File: config.mk
export PLATFORM = sky130hd
export DESIGN_NAME = sorted_key_table_unit
export DESIGN_NICKNAME = d
export VERILOG_FILES = /design/src/rtl/core/skt_pkg.sv /design/src/rtl/core/skt_ram.sv /design/src/rtl/core/sorted_key_table_unit.sv
export SDC_FILE = /design/constraint.sdc
export NUM_CORES = 1
export LEC_CHECK = 0
export ABC_AREA = 1
export BUFFER_PORTS_ARGS = -buffer_cell sky130_fd_sc_hd__clkbuf_2
export CELL_PAD_IN_SITES_DETAIL_PLACEMENT = 1
export CELL_PAD_IN_SITES_GLOBAL_PLACEMENT = 2
export CORE_MARGIN = 1.5
export CORE_UTILIZATION = 45
export DETAILED_ROUTE_END_ITERATION = 10
export GPL_TIMING_DRIVEN = 0
export PLACE_DENSITY = 0.92
export SLEW_MARGIN = 20
export SYNTH_ARGS = -nofsm -noshare
export SYNTH_HDL_FRONTEND = slang
export SYNTH_HIERARCHICAL = 1
export SYNTH_SLANG_ARGS = --single-unit
File: constraint.sdc
create_clock -name clk -period 9.7 [get_ports clk]
set_input_delay 1.94 -clock clk [delete_from_list [all_inputs] [get_ports clk]]
set_output_delay 1.94 -clock clk [all_outputs]
set_load 0.05 [all_outputs]
File: src/rtl/core/skt_pkg.sv
// shared codes, field widths and types for the sorted key table
`timescale 1ns / 1ps

package skt_pkg;

  // fixed field widths on the stream ports
  localparam int OP_W        = 2;
  localparam int ST_W        = 2;
  localparam int KEY_IN_W    = 32;
  localparam int POS_W       = 4;
  localparam int KEY_OUT_W   = 32;
  localparam int CNT_OUT_W   = 5;
  localparam int IN_TDATA_W  = 40;
  localparam int OUT_TDATA_W = 48;

  typedef logic [OP_W-1:0] op_t;
  typedef logic [ST_W-1:0] status_t;

  // operation codes
  localparam op_t OP_INSERT = 2'd0;
  localparam op_t OP_REMOVE = 2'd1;
  localparam op_t OP_READ   = 2'd2;

  // status codes
  localparam status_t ST_OK    = 2'd0;
  localparam status_t ST_FULL  = 2'd1;
  localparam status_t ST_RANGE = 2'd2;

endpackage

File: src/rtl/core/skt_ram.sv
// generic single-clock ram, one write port, one registered read port
`timescale 1ns / 1ps

module skt_ram #(
  parameter int WIDTH = 32,
  parameter int DEPTH = 16
) (
  input  logic                     clk,
  input  logic                     wr_en,
  input  logic [$clog2(DEPTH)-1:0] wr_addr,
  input  logic [WIDTH-1:0]         wr_data,
  input  logic                     rd_en,
  input  logic [$clog2(DEPTH)-1:0] rd_addr,
  output logic [WIDTH-1:0]         rd_data
);

  logic [WIDTH-1:0] mem [DEPTH];

  always_ff @(posedge clk) begin
    if (wr_en) begin
      mem[wr_addr] <= wr_data;
    end
    if (rd_en) begin
      rd_data <= mem[rd_addr];
    end
  end

endmodule

File: src/rtl/core/sorted_key_table_unit.sv
// sorted key table: ascending signed keys in one ram, insert / remove-all / read
`timescale 1ns / 1ps

// usage
// in_* channel carries one command item: in_tuser holds the operation
// (insert, remove all equal keys, read entry at index), in_tdata the key
// and the read index. out_* channel returns exactly one result item per
// command: in_tdata-style packing of key read, entry count and removed
// count, with the status code on out_tuser.
// the entries live in a single ram with a registered read port; a
// sequencer walks it one entry per cycle, reading entry i while it writes
// the entry it read the cycle before.
// per command:
//   insert     scans from the top, shifting larger keys up
//   remove-all makes a compaction pass over all entries
//   read       waits for ram read data; full insert, bad index, empty table and
//              unused code go straight to the result
// one item is in flight at a time; a command is accepted only while idle.
// reset empties the table (count to zero) and drops any pending result;
// ram contents are left as they are and are never read before written.
// a stalled receiver holds the result in the output register; the next
// command is still accepted and runs, and waits only to hand over its
// result until the register frees up.

module sorted_key_table_unit #(
  parameter int CAPACITY  = 16,
  parameter int KEY_WIDTH = 32
) (
  input  logic                            clk,
  input  logic                            rst_n,
  // command channel
  input  logic                            in_tvalid,
  output logic                            in_tready,
  input  logic [skt_pkg::IN_TDATA_W-1:0]  in_tdata,   // key[31:0], position[35:32], zero pad
  input  skt_pkg::op_t                    in_tuser,   // operation[1:0]
  // result channel
  output logic                            out_tvalid,
  input  logic                            out_tready,
  output logic [skt_pkg::OUT_TDATA_W-1:0] out_tdata,  // key_out[31:0], entry_count[36:32],
                                                      // removed_count[41:37], zero pad
  output skt_pkg::status_t                out_tuser   // status[1:0]
);

  import skt_pkg::*;

  localparam int AW = $clog2(CAPACITY);
  localparam int CW = $clog2(CAPACITY + 1);
  localparam int XW = (KEY_WIDTH > KEY_OUT_W) ? KEY_WIDTH : KEY_OUT_W;
  localparam int PAD_W = OUT_TDATA_W - KEY_OUT_W - 2 * CNT_OUT_W;

  // sequencer states
  localparam logic [2:0] S_IDLE = 3'd0;
  localparam logic [2:0] S_INS  = 3'd1;   // scan down, shift larger keys up
  localparam logic [2:0] S_INS0 = 3'd2;   // key goes to the bottom slot
  localparam logic [2:0] S_REM  = 3'd3;   // compaction pass
  localparam logic [2:0] S_RD   = 3'd4;   // read data arriving
  localparam logic [2:0] S_FIN  = 3'd5;   // hand result to output register

  logic [2:0]           state_r, state_nxt;
  logic [CW-1:0]        n_r, n_nxt;          // stored entries
  logic [KEY_WIDTH-1:0] key_r, key_nxt;      // command key
  logic [AW-1:0]        idx_r, idx_nxt;      // entry whose read data arrives next
  logic [CW-1:0]        wp_r, wp_nxt;        // compaction write pointer
  logic [CW-1:0]        rm_r, rm_nxt;        // removed entries
  logic [KEY_OUT_W-1:0] res_key_r, res_key_nxt;
  status_t              res_st_r, res_st_nxt;

  logic                     out_tvalid_r, out_tvalid_nxt;
  logic [OUT_TDATA_W-1:0]   out_tdata_r, out_tdata_nxt;
  status_t                  out_tuser_r, out_tuser_nxt;

  // ram port signals
  logic                 wr_en;
  logic [AW-1:0]        wr_addr;
  logic [KEY_WIDTH-1:0] wr_data;
  logic                 rd_en;
  logic [AW-1:0]        rd_addr;
  logic [KEY_WIDTH-1:0] rd_data;

  // input field split
  op_t                  in_op;
  logic [KEY_WIDTH-1:0] in_key;
  logic [POS_W-1:0]     in_pos;
  logic                 in_fire;

  // read data widened to the output key, sign kept
  logic [XW-1:0]        rd_ext;
  logic [CW-1:0]        last_idx;

  assign in_op    = in_tuser;
  assign in_key   = KEY_WIDTH'(in_tdata[KEY_IN_W-1:0]);
  assign in_pos   = in_tdata[KEY_IN_W +: POS_W];
  assign in_tready = (state_r == S_IDLE);
  assign in_fire  = in_tvalid && in_tready;
  assign rd_ext   = XW'($signed(rd_data));
  assign last_idx = CW'(n_r - 1'b1);

  skt_ram #(
    .WIDTH (KEY_WIDTH),
    .DEPTH (CAPACITY)
  ) u_ram (
    .clk     (clk),
    .wr_en   (wr_en),
    .wr_addr (wr_addr),
    .wr_data (wr_data),
    .rd_en   (rd_en),
    .rd_addr (rd_addr),
    .rd_data (rd_data)
  );

  always_comb begin
    state_nxt      = state_r;
    n_nxt          = n_r;
    key_nxt        = key_r;
    idx_nxt        = idx_r;
    wp_nxt         = wp_r;
    rm_nxt         = rm_r;
    res_key_nxt    = res_key_r;
    res_st_nxt     = res_st_r;
    out_tvalid_nxt = out_tvalid_r;
    out_tdata_nxt  = out_tdata_r;
    out_tuser_nxt  = out_tuser_r;
    wr_en          = 1'b0;
    wr_addr        = '0;
    wr_data        = '0;
    rd_en          = 1'b0;
    rd_addr        = '0;

    // result taken by the receiver
    if (out_tvalid_r && out_tready) begin
      out_tvalid_nxt = 1'b0;
    end

    case (state_r)
      S_IDLE: begin
        if (in_fire) begin
          key_nxt     = in_key;
          rm_nxt      = '0;
          res_key_nxt = '0;
          res_st_nxt  = ST_OK;
          state_nxt   = S_FIN;
          case (in_op)
            OP_INSERT: begin
              if (n_r == CW'(CAPACITY)) begin
                res_st_nxt = ST_FULL;
              end else if (n_r == '0) begin
                // empty table: key lands in slot 0 directly
                wr_en   = 1'b1;
                wr_addr = '0;
                wr_data = in_key;
                n_nxt   = CW'(1);
              end else begin
                rd_en     = 1'b1;
                rd_addr   = AW'(last_idx);
                idx_nxt   = AW'(last_idx);
                state_nxt = S_INS;
              end
            end
            OP_REMOVE: begin
              if (n_r != '0) begin
                rd_en     = 1'b1;
                rd_addr   = '0;
                idx_nxt   = '0;
                wp_nxt    = '0;
                state_nxt = S_REM;
              end
            end
            OP_READ: begin
              if (32'(in_pos) < 32'(n_r)) begin
                rd_en     = 1'b1;
                rd_addr   = AW'(in_pos);
                state_nxt = S_RD;
              end else begin
                res_st_nxt = ST_RANGE;
              end
            end
            default: begin
              // unused code: no change, ok result with zero key and removed count
            end
          endcase
        end
      end

      S_INS: begin
        wr_en   = 1'b1;
        wr_addr = AW'(idx_r + 1'b1);
        if ($signed(rd_data) > $signed(key_r)) begin
          // larger key moves up one slot
          wr_data = rd_data;
          if (idx_r == '0) begin
            state_nxt = S_INS0;
          end else begin
            rd_en   = 1'b1;
            rd_addr = AW'(idx_r - 1'b1);
            idx_nxt = AW'(idx_r - 1'b1);
          end
        end else begin
          // first entry not greater: key goes right above it
          wr_data   = key_r;
          n_nxt     = CW'(n_r + 1'b1);
          state_nxt = S_FIN;
        end
      end

      S_INS0: begin
        wr_en     = 1'b1;
        wr_addr   = '0;
        wr_data   = key_r;
        n_nxt     = CW'(n_r + 1'b1);
        state_nxt = S_FIN;
      end

      S_REM: begin
        // write pointer never passes the read index, so no overlap
        if (rd_data == key_r) begin
          rm_nxt = CW'(rm_r + 1'b1);
        end else begin
          wr_en   = 1'b1;
          wr_addr = AW'(wp_r);
          wr_data = rd_data;
          wp_nxt  = CW'(wp_r + 1'b1);
        end
        if (CW'(idx_r) == last_idx) begin
          n_nxt     = wp_nxt;
          state_nxt = S_FIN;
        end else begin
          rd_en   = 1'b1;
          rd_addr = AW'(idx_r + 1'b1);
          idx_nxt = AW'(idx_r + 1'b1);
        end
      end

      S_RD: begin
        res_key_nxt = rd_ext[KEY_OUT_W-1:0];
        state_nxt   = S_FIN;
      end

      S_FIN: begin
        if (!out_tvalid_r || out_tready) begin
          out_tvalid_nxt = 1'b1;
          out_tdata_nxt  = {{PAD_W{1'b0}}, CNT_OUT_W'(rm_r), CNT_OUT_W'(n_r), res_key_r};
          out_tuser_nxt  = res_st_r;
          state_nxt      = S_IDLE;
        end
      end

      default: begin
        state_nxt = S_IDLE;
      end
    endcase
  end

  always_ff @(posedge clk) begin
    if (!rst_n) begin
      state_r      <= S_IDLE;
      n_r          <= '0;
      out_tvalid_r <= 1'b0;
    end else begin
      state_r      <= state_nxt;
      n_r          <= n_nxt;
      out_tvalid_r <= out_tvalid_nxt;
    end
  end

  // payload, no reset needed
  always_ff @(posedge clk) begin
    key_r       <= key_nxt;
    idx_r       <= idx_nxt;
    wp_r        <= wp_nxt;
    rm_r        <= rm_nxt;
    res_key_r   <= res_key_nxt;
    res_st_r    <= res_st_nxt;
    out_tdata_r <= out_tdata_nxt;
    out_tuser_r <= out_tuser_nxt;
  end

  assign out_tvalid = out_tvalid_r;
  assign out_tdata  = out_tdata_r;
  assign out_tuser  = out_tuser_r;

endmodule

Word-level counts from Yosys, hierarchy flattened --
Memories as Yosys holds them, arrays and structs flattened. A register that Yosys moved wholly into a read port is not among the register bits. Cells that the tools add are included.
Word-level totals: register bits 133, memory bits (writable) 512, word-level logic and storage cells 150, output and inout port bits 52, input bits 46, memories kept 1
Operators by class: mux-type cells 79, reduce and logical (&&, ||, !) cells 23, magnitude comparators 2, add/subtract/negate cells 6, equality and inequality tests 28
Memories:
- u_ram.mem | words 16, bits a word 32, read ports 1, clocked after Yosys merged registers in 1, wr ports 1, RTL line skt_ram.sv:17 | logic [WIDTH-1:0] mem [DEPTH];
Operators with widths (number):
- 32-bit two-way mux | 7
- 32-bit one-hot mux with 4 select lines | 1
- 32-bit one-hot mux with 2 select lines | 1
- 4-bit two-way mux | 15
- 5-bit two-way mux | 12
- 32-bit == test | 1
- 32-bit greater-than comparator | 1
- 3-bit two-way mux | 8
- 4-bit one-hot mux with 2 select lines | 3
- 4-bit one-hot mux with 3 select lines | 2
- 1-bit two-way mux | 20
- 5-bit one-hot mux with 2 select lines | 2
- 5-bit one-hot mux with 4 select lines | 1
- 2-bit != test (second input constant) | 8
- 5-bit by 1-bit adder with 5-bit output (second input constant) | 3
- 3-bit one-hot mux with 5 select lines | 1
- 3-bit != test (second input constant) | 4
- 2-bit by 1-bit != test with 1-bit output (second input constant) | 5
- 1-bit one-hot mux with 3 select lines | 3
- 3-bit one-hot mux with 3 select lines | 1
- 9-bit AND reduction | 1
- 4-bit AND reduction | 2
- 7-bit AND reduction | 1
- 3-bit by 2-bit == test with 1-bit output (second input constant) | 2
- other kinds (27) | 33

Longest topological paths before layout --
Gate-level depths: netlist (run 1).
depth after elaboration 8, gate-level depth with buffers 28, mapped depth without buffers 25

Cells and area by module --
Netlist (run 1), hierarchy kept.
Modules (own cells, without submodules):
- skt_ram | area an instance 23058.4 um^2, cells an instance 2120, sequential area each 16335.7 um^2, instances 1
- sorted_key_table_unit | area an instance 7021.7 um^2, cells an instance 695, sequential area each 3903.7 um^2, instances 1

Least setup slack after synthesis (run 1) --
Ideal clock, no wire load.
path type input to register, from in in_tvalid, to mem u_ram.mem[12][0], enable pin, stages on the path 6, data arrival time 4.510 ns, data required time 9.279 ns, path buffers 0, path slack 4.769 ns, library setup time 0.421 ns, cell sequence inv_1 -> nor2_4 -> nand2_1 -> nand4_1 -> nand3_1 -> nor2_1
Between the ends: cells in the longest elaborated chain, start to end 5
RTL lines:
- from (decl) | RTL line sorted_key_table_unit.sv:32 | input logic in_tvalid,
- 1-bit logical AND | RTL line sorted_key_table_unit.sv:94 | assign in_fire = in_tvalid && in_tready;
- 1-bit two-way mux | RTL line sorted_key_table_unit.sv:136 | if (in_fire) begin
- 1-bit one-hot mux with 3 select lines | RTL line sorted_key_table_unit.sv:134 | case (state_r)
- net wr_en | RTL line sorted_key_table_unit.sv:73 | logic wr_en;
- 1-bit two-way mux | RTL line skt_ram.sv:20 | if (wr_en) begin
- 1-bit two-way mux (not written as such) | RTL line skt_ram.sv:21 | mem[wr_addr] <= wr_data;
- to (decl) | RTL line skt_ram.sv:17
The timed path passes the listed nets, and every way through them passes these cells.

Final worst setup path (run 1) --
from in in_tdata[34] (netlist bit), to reg u_ram.rd_data[0], read port of u_ram.mem, data pin
Between the ends: cells in the longest elaborated chain, start to end 5, elaborated cells on any way between the ends 9, those cells by class order compare: 1; mux: 8
RTL lines:
- from (decl) | RTL line sorted_key_table_unit.sv:34 | input logic [skt_pkg::IN_TDATA_W-1:0] in_tdata,
- 4-bit by 5-bit < comparator with 1-bit output | RTL line sorted_key_table_unit.sv:169 | if (32'(in_pos) < 32'(n_r)) begin
- 4-bit two-way mux | RTL line sorted_key_table_unit.sv:169
- 4-bit one-hot mux with 2 select lines | RTL line sorted_key_table_unit.sv:142 | case (in_op)
- 4-bit two-way mux | RTL line sorted_key_table_unit.sv:136
- 4-bit one-hot mux with 3 select lines | RTL line sorted_key_table_unit.sv:134
- net rd_addr[1] | RTL line sorted_key_table_unit.sv:77 | logic [AW-1:0] rd_addr;
- to (decl) | RTL line skt_ram.sv:14 | output logic [WIDTH-1:0] rd_data
The timed path passes the listed nets, and every way through them passes these cells. A chain may end at the register's enable or synchronous reset.

==> results of run 1 <==
[worst max-delay path, stage by stage]
cell and delay, ns:
clkbuf_2 0.09, ha_1 0.31, a21o_1 0.18, a22oi_1 0.19
nand2_1 0.08, nor2_1 0.42, nand2_1 0.11, o21ai_0 0.10
nand2_1 0.07, o211ai_1 0.41, buf_4 0.29, buf_1 0.67
nand2_1 0.14, nand3_1 0.12, nand3_1 0.14, nand2_1 0.28
[metal layers]
metal,part of all wire [%],up-vias,global-route usage (%)
met5,0,-,0
met4,4.0,0,12.44
met3,8.4,219,5.101
met2,49,945,47.46
met1,39,10850,35.96
li1,-,9592,-
[path summary, 6_finish.rpt]
check / start / to / slack [ns]
worst max-delay path: in_tdata[34] / u_ram/rd_data[0]$_DFFE_PP_ / 4.57
worst min-delay path: res_key_r[27]$_SDFFCE_PN0P_ / out_tdata[27]$_DFFE_PP_ / 0.42
worst max register to register: u_ram/rd_data[31]$_DFFE_PP_ / u_ram/rd_data[0]$_DFFE_PP_ / 4.75
worst min register to register: res_key_r[27]$_SDFFCE_PN0P_ / out_tdata[27]$_DFFE_PP_ / 0.42
[placed cells by master (no fill, tap or decap), types with 23 or more instances in the layout]
master	count
a21oi_1	23
buf_2	49
buf_6	32
clkbuf_1	33
clkbuf_16	73
clkbuf_2	87
edfxtp_1	668
ha_1	43
inv_1	500
nand2_1	820
nand3_1	408
nor2_1	75
o21ai_0	24
[where the power goes]
part / internal (mW) / switching (mW)
Combinational: 1.21 / 3.79
Clock: 1.48 / 1.15
Sequential: 4.29 / 0.178
[cells by family after synthesis]
logic type                 count (synthesis)
AOI/OAI and AO/OA                         99
xor gates and xnor gates                  13
adders and majority gates                 43
buffers and inverters                    633
DFF                                      677
other                                      1
and+or+nand+nor                         1349
[cell usage after synthesis, drive strengths merged (5+ instances only)]
library cell,number
clkbuf,18
xor2,11
inv,508
dfxtp,9
nand2,826
a21oi,24
nor2,98
nand4,5
buf,106
a22oi,10
o211ai,26
nand3,410
ha,43
edfxtp,668
o21ai,25
[through the flow]
step	worst slack [ns]	area (um^2)	hold slack, ns
after detailed placement	4.007	32210	0.4063
after global placement	2.040	31620	0.4013
after global routing	4.381	34410	0.4127
after CTS	4.636	34410	0.4134
final	4.575	34410	0.4164
after floorplan	4.769	30100	0.4003
[sequential cells by signal (all words and copies together) (netlist names)]
| signal | flops |
|---|---|
| res_key_r | 32 |
| u_ram/mem | 512 |
| n_r | 5 |
| out_tdata | 42 |
| key_r | 32 |
| u_ram/rd_data | 32 |
| idx_r | 4 |
| res_st_r | 2 |
| state_r | 3 |
| out_tvalid | 1 |
| wp_r | 5 |
| rm_r | 5 |
| out_tuser | 2 |
[area by class of cell]
cell class / instances / area, um^2
fill: 7126 / 31570
sequential: 677 / 20240
multi-input combinational: 1510 / 7237
inverter: 509 / 1917
clock buffer: 89 / 1897
tap: 864 / 1081
timing repair buffer: 112 / 900.9
buffer: 124 / 835.8
clock inverter: 38 / 304.0
antenna: 1 / 2.502
==> reports/qor.yml, run 1 <==
worstHoldPathCells: 0
min_period_ns: 5.125
coreArea_um2: 65980
drv_cap: 0
synth_cell_types: 45
synth_seq_cells: 677
leakagePower_nw: 14.72
avgSynthCellArea_um2: 10.69
crit_arrival_ns: 5.56
fin_crit_sh_pct: 52.84
fin_skew_ns: 0.02457
synth_compound_area_share_pct: 2.450
hold_path_class: "flip-flop to flip-flop"
viasPerCell: 5.506
power.density_nw_per_um2: 351.3
route.vias.total: 21600
wl_per_cell_um: 24.37
cts_buffer_depth: 3
place_congestion: 0.8432
synth_area_um2: 30080
power_mw: 12.09
rsz0062_at_grt: "no"
yosys.area_share.simple_pct: 18.93
nets: 3095
die_area_um2: 68410
grt_start_max_net_pins: 33
area_growth_pct: 14.41
synth_seq_area_share_pct: 67.29
required_ns: 10.14
postSynth.asyncResetShare_pct: 0
hpwlAfterDp_um: 67290
drive_above_1_share_pct: 12.16
grt_pass1_wl_um: 140600
drc_errors: 15
rows: 94
die_x_um: 261.5
cp_max_fo: 10
cts_made_buffers: 72
status: "complete, but fails checks"
firstDrtPassIters: 10
yosys_warnings: 6
overflow: 0
dp_cells: 3796
synthAdderAreaFrac_pct: 1.789
postRouteAntennaNets: 0
synth_flop_cell: "edfxtp_1"
slew_violations: 0
post_cts_buffers: 0
drt_iter0_markers: 2390
post_cts_resized: 0
yosys-top-cells-area: "edfxtp_1, nand2_1, nand3_1"
worst_pin_slew_ns: 1.018
grt_pass1_vias: 22790
synth_top_family_by_area: "simple AND/OR/NAND/NOR gates"
htreeDepth: 3
synth_edf_count: 668
yosys.area.top_type: "edfxtp_1"
numClockSinks: 677
io_buffers: 87
tns_ns: 0
hold_buffers: 0
critPathKind: "primary input to flip-flop"
synthMuxAreaShare_pct: 0
die_y_um: 261.5
clkLatencyLatePin_ns: 0.63
utilization_pct: 52.16
slew_headroom_pct: 31.93
antenna_found_initial: 7
irDropWorstVdd_v: 0.0001478
cp-end-kind: "flip-flop"
synth_xor_area_share_pct: 0.3785
instances_no_fill: 3924
reg2reg_depth: 15
start_util_pct: 45.59
clkSlewWorstSetupHoldPaths_ns: 0.07
syn_inst: 2815
cts_tree: "done"
violations: "design-rule violations"
cts_root_buffer: "clkbuf_16"
routed_wl_um: 95620
ioPinCount: 98
hold_violations: 0
synth_top_area_share_pct: 66.69
grt_util_all_layers_pct: 28.30
max_freq_mhz: 195.1
startpoint_type: "primary input"
setup_violations: 0
Note: power is estimated with default switching activity, not from simulation.
==> run 2, diff against run 1 <==
--- a/config.mk
+++ b/config.mk
@@ -5,15 +5,15 @@
 export SDC_FILE = /design/constraint.sdc
 export NUM_CORES = 1
 export LEC_CHECK = 0
-export ABC_AREA = 1
+export ABC_AREA = 0
 export BUFFER_PORTS_ARGS = -buffer_cell sky130_fd_sc_hd__clkbuf_2
 export CELL_PAD_IN_SITES_DETAIL_PLACEMENT = 1
 export CELL_PAD_IN_SITES_GLOBAL_PLACEMENT = 2
 export CORE_MARGIN = 1.5
-export CORE_UTILIZATION = 45
+export CORE_UTILIZATION = 43
 export DETAILED_ROUTE_END_ITERATION = 10
 export GPL_TIMING_DRIVEN = 0
-export PLACE_DENSITY = 0.92
+export PLACE_DENSITY = 0.82
 export SLEW_MARGIN = 20
 export SYNTH_ARGS = -nofsm -noshare
 export SYNTH_HDL_FRONTEND = slang
==> constraint.sdc (replaced) <==
create_clock -name clk -period 4.29 [get_ports clk]
set_input_delay 0.858 -clock clk [delete_from_list [all_inputs] [get_ports clk]]
set_output_delay 0.858 -clock clk [all_outputs]
set_load 0.05 [all_outputs]
==> run 2 against run 1 <==
Net effect: the flow now finishes without violations; highest routed layer unchanged; clock-buffer cell count is 8 lower; final area decreased by 5.9%; synthesized area down 9.8%; synthesized cell count decreased by 49%; utilization is essentially flat; sequential power is 120% higher; non-clock buffer count decreased by 15; power rose by 99%; critical path type is now flip-flop to flip-flop; clock skew about the same; clock power up 130%; register-to-register slack lost 4.7 ns; first-iteration DRC count decreased by 38%.
==> reports/qor.yml, run 2 <==
status: "completed"
grt_pass1_wl_um: 103300  # -27%
start_util_pct: 43.73  # -1.9 points
mostFrequentLayoutCells: "edfxtp_1, mux4_2, clkbuf_2"
grt_start_max_net_pins: 33  # unchanged
leakagePower_nw: 10.90  # -26%
instances_no_fill: 2543  # -35%
viasPerCell: 5.884  # +6.9%
grt_pass1_vias: 15740  # -31%
regMostFlops: "u_ram/mem"
yosys_warnings: 6  # unchanged
die_y_um: 254.2  # -2.8%
yosys.area.top_type: "edfxtp_1"
tns_ns: 0  # unchanged
postSynth.asyncResetShare_pct: 0  # unchanged
synth_area_um2: 27140  # -9.8%
max_freq_mhz: 234.9
synth_cell_types: 59  # +31%
synth_top_area_share_pct: 73.91  # +7.2 points
synthTopCellsByCount: "edfxtp_1, mux4_2, nand2_1, a22oi_1, inv_1"
synth_flop_cell: "edfxtp_1"
io_buffers: 86  # -1.1%
synth_seq_cells: 677  # unchanged
irDropWorstVdd_v: 0.0004185  # +180%
antenna_found_initial: 2  # -5
avgSynthCellArea_um2: 18.87  # +77%
ioPinCount: 98  # unchanged
hold_buffers: 0  # unchanged
drt_iter0_markers: 1491  # -38%
die_area_um2: 64630  # -5.5%
synth_edf_count: 668  # unchanged
cts_root_buffer: "clkbuf_16"
fin_crit_sh_pct: 99.24
coreArea_um2: 62050  # -6.0%
setup_ws_ns: 0.03243  # -4.543 ns
crit_arrival_ns: 4.58  # -0.98 ns
pwr-share-clk_pct: 25.2  # +3.5 points
diodes: 0  # -1
power.density_nw_per_um2: 744.7  # +110%
nets: 1745  # -44%
min_period_ns: 4.258
p_comb_share_pct: 33.6  # -7.8 points
fin_hold_ws_ns: 0.4187  # +0.002287 ns
net-switching-power_mw: 8.232  # +61%
cpMaxStageDelayCell: "edfxtp_1"
largest_reg_flops: 512  # unchanged
hold_path_class: "flip-flop to flip-flop"
slew_violations: 0  # unchanged
firstDrtPassIters: 5  # -5
startpoint_type: "flip-flop"
hpwlAfterDp_um: 48220  # -28%
htreeDepth: 3  # unchanged
slew_headroom_pct: 42.20  # +10 points
wl_per_cell_um: 28.05  # +15%
swShare_pct: 34.13  # -8.2 points
die_x_um: 254.2  # -2.8%
overflow: 0  # unchanged
synth_seq_area_share_pct: 74.58  # +7.3 points
path_cells: "ha_1, nand4_1, buf_4, nor4_4, buf_4, a21oi_1, o21a_1, o21ai_4, o221ai_1, nor2b_1, clkbuf_2, clkbuf_2, a22oi_1, nand2_1"
required_ns: 4.61  # -5.53 ns
drc_errors: 0  # -15
power_frac_seq_pct: 41.2  # +4.2 points
worst_pin_slew_ns: 0.8670  # -0.1510 ns
area_growth_pct: 19.35
syn_inst: 1438  # -49%
drv_cap: 0  # unchanged
final_common_cell: "edfxtp_1"
cts_made_buffers: 69  # -4.2%
synthMostInstantiatedCell: "edfxtp_1"
cp_max_fo: 10  # unchanged
dp_cells: 2389  # -37%
clkSlewWorstSetupHoldPaths_ns: 0.06  # about the same
postRouteAntennaNets: 0  # unchanged
drive_above_1_share_pct: 30.30  # +18 points
intPower_mw: 15.89  # +130%
rows: 91  # -3.2%
cp-end-kind: "flip-flop"
cts_buffer_depth: 3  # unchanged
yosys-top-cells-area: "edfxtp_1, mux4_2, ha_1"
place_ws_ns: -0.8446  # -4.851 ns
place_congestion: 0.8649  # +2.6%
rsz0062_at_grt: "yes"
cts_tree: "done"
slowest_delay_ns: 0.42  # -0.25 ns
fin_skew_ns: 0.02471  # +0.0001491 ns
clkLatencyLatePin_ns: 0.62  # about the same
grt_util_all_layers_pct: 22.09  # -6.2 points
routed_wl_um: 71330  # -25%
numClockSinks: 677  # unchanged
setup_violations: 0  # unchanged
hold_violations: 0  # unchanged
route.vias.total: 14960  # -31%
critPathKind: "flip-flop to flip-flop"
## run 2: changes by cell type in the layout (fill, tap and decap cells not counted), moves of 34 or more
cell	change
nand2_1	-764
inv_1	-451
nand3_1	-394
mux4_2	+128
nor2_1	-42
a22oi_1	+35
and3_1	+34
## run 2: area by class of cell
cell class / instances / area (um^2)
clock inverters: 40 / 460.4
flip-flops and latches: 677 / 20240
plain buffers: 78 / 518.0
well taps: 837 / 1047
repair buffers: 143 / 1313
fillers: 5640 / 29660
inverters: 50 / 187.7
clock buffers: 81 / 1824
multi-input cells: 637 / 6800
## run 2: power groups by stage
stage / registers, mW / clock network [mW] / logic, mW
finish: 9.93 / 6.08 / 8.11
global route: 10.0 / 6.38 / 8.58
CTS: 9.93 / 6.17 / 7.85
detailed placement: 10.1 / 0 / 7.40
global placement: 10.0 / 0 / 6.81
floorplan: 10.1 / 0 / 4.52
## run 2: routing by layer
| metal | wire length (um) | GRT usage [%] | vias up |
|---|---|---|---|
| met5 | 0 | 0 | - |
| met2 | 35980 | 37.42 | 666 |
| met3 | 5140 | 3.256 | 102 |
| li1 | - | - | 6284 |
| met1 | 28550 | 29.26 | 7912 |
| met4 | 1663 | 7.636 | 0 |
## run 2: cell families (layout without fill, tap and decap cells)
kind of cell | after synthesis | in the layout | share of synthesized area, %
compound gates | 185 | 185 | 5.182
xor+xnor | 17 | 17 | 0.5487
fa+ha+maj | 43 | 43 | 1.982
buf+inv | 129 | 392 | 2.056
flops | 677 | 677 | 74.58
mux | 133 | 133 | 10.81
other cells | 1 | 6 | 0.01382
simple gates | 253 | 253 | 4.832
## run 2: path summary, 6_finish.rpt
kind                               start                     endpoint  slack (ns)  cells after the start
max          u_ram/rd_data[27]$_DFFE_PP_  u_ram/rd_data[18]$_DFFE_PP_        0.03                     14
min          res_key_r[10]$_SDFFCE_PN0P_      out_tdata[10]$_DFFE_PP_        0.42                      0
max reg2reg  u_ram/rd_data[27]$_DFFE_PP_  u_ram/rd_data[18]$_DFFE_PP_        0.03                     14
min reg2reg  res_key_r[10]$_SDFFCE_PN0P_      out_tdata[10]$_DFFE_PP_        0.42                      0
## run 2: metrics by stage
step / cell area (um^2) / power [mW] / util, %
after floorplan: 27200 / 14.58 / -
after global placement: 28670 / 16.83 / 46.21
after detailed placement: 29260 / 17.46 / 47.15
after CTS: 32030 / 23.95 / 51.61
after global routing: 32390 / 24.97 / 52.20
final: 32390 / 24.12 / 52.20
## run 2: critical path, delay by kind of cell (launching register included)
family                   cells  cell delay (ns)
flip-flops                   1             0.42
buffers and inverters        4             0.99
adder cells (fa/ha/maj)      1             0.36
AO/OA/AOI/OAI                5             1.31
AND/OR/NAND/NOR              4             0.88
## run 2: repair_timing
action                                 4_1_cts  5_1_grt
endpoints found under the hold margin        0        0
setup buffers                               21       13
setup endpoints to repair                 1056      573
pin swaps                                   12       12
gates resized for setup                     79       54
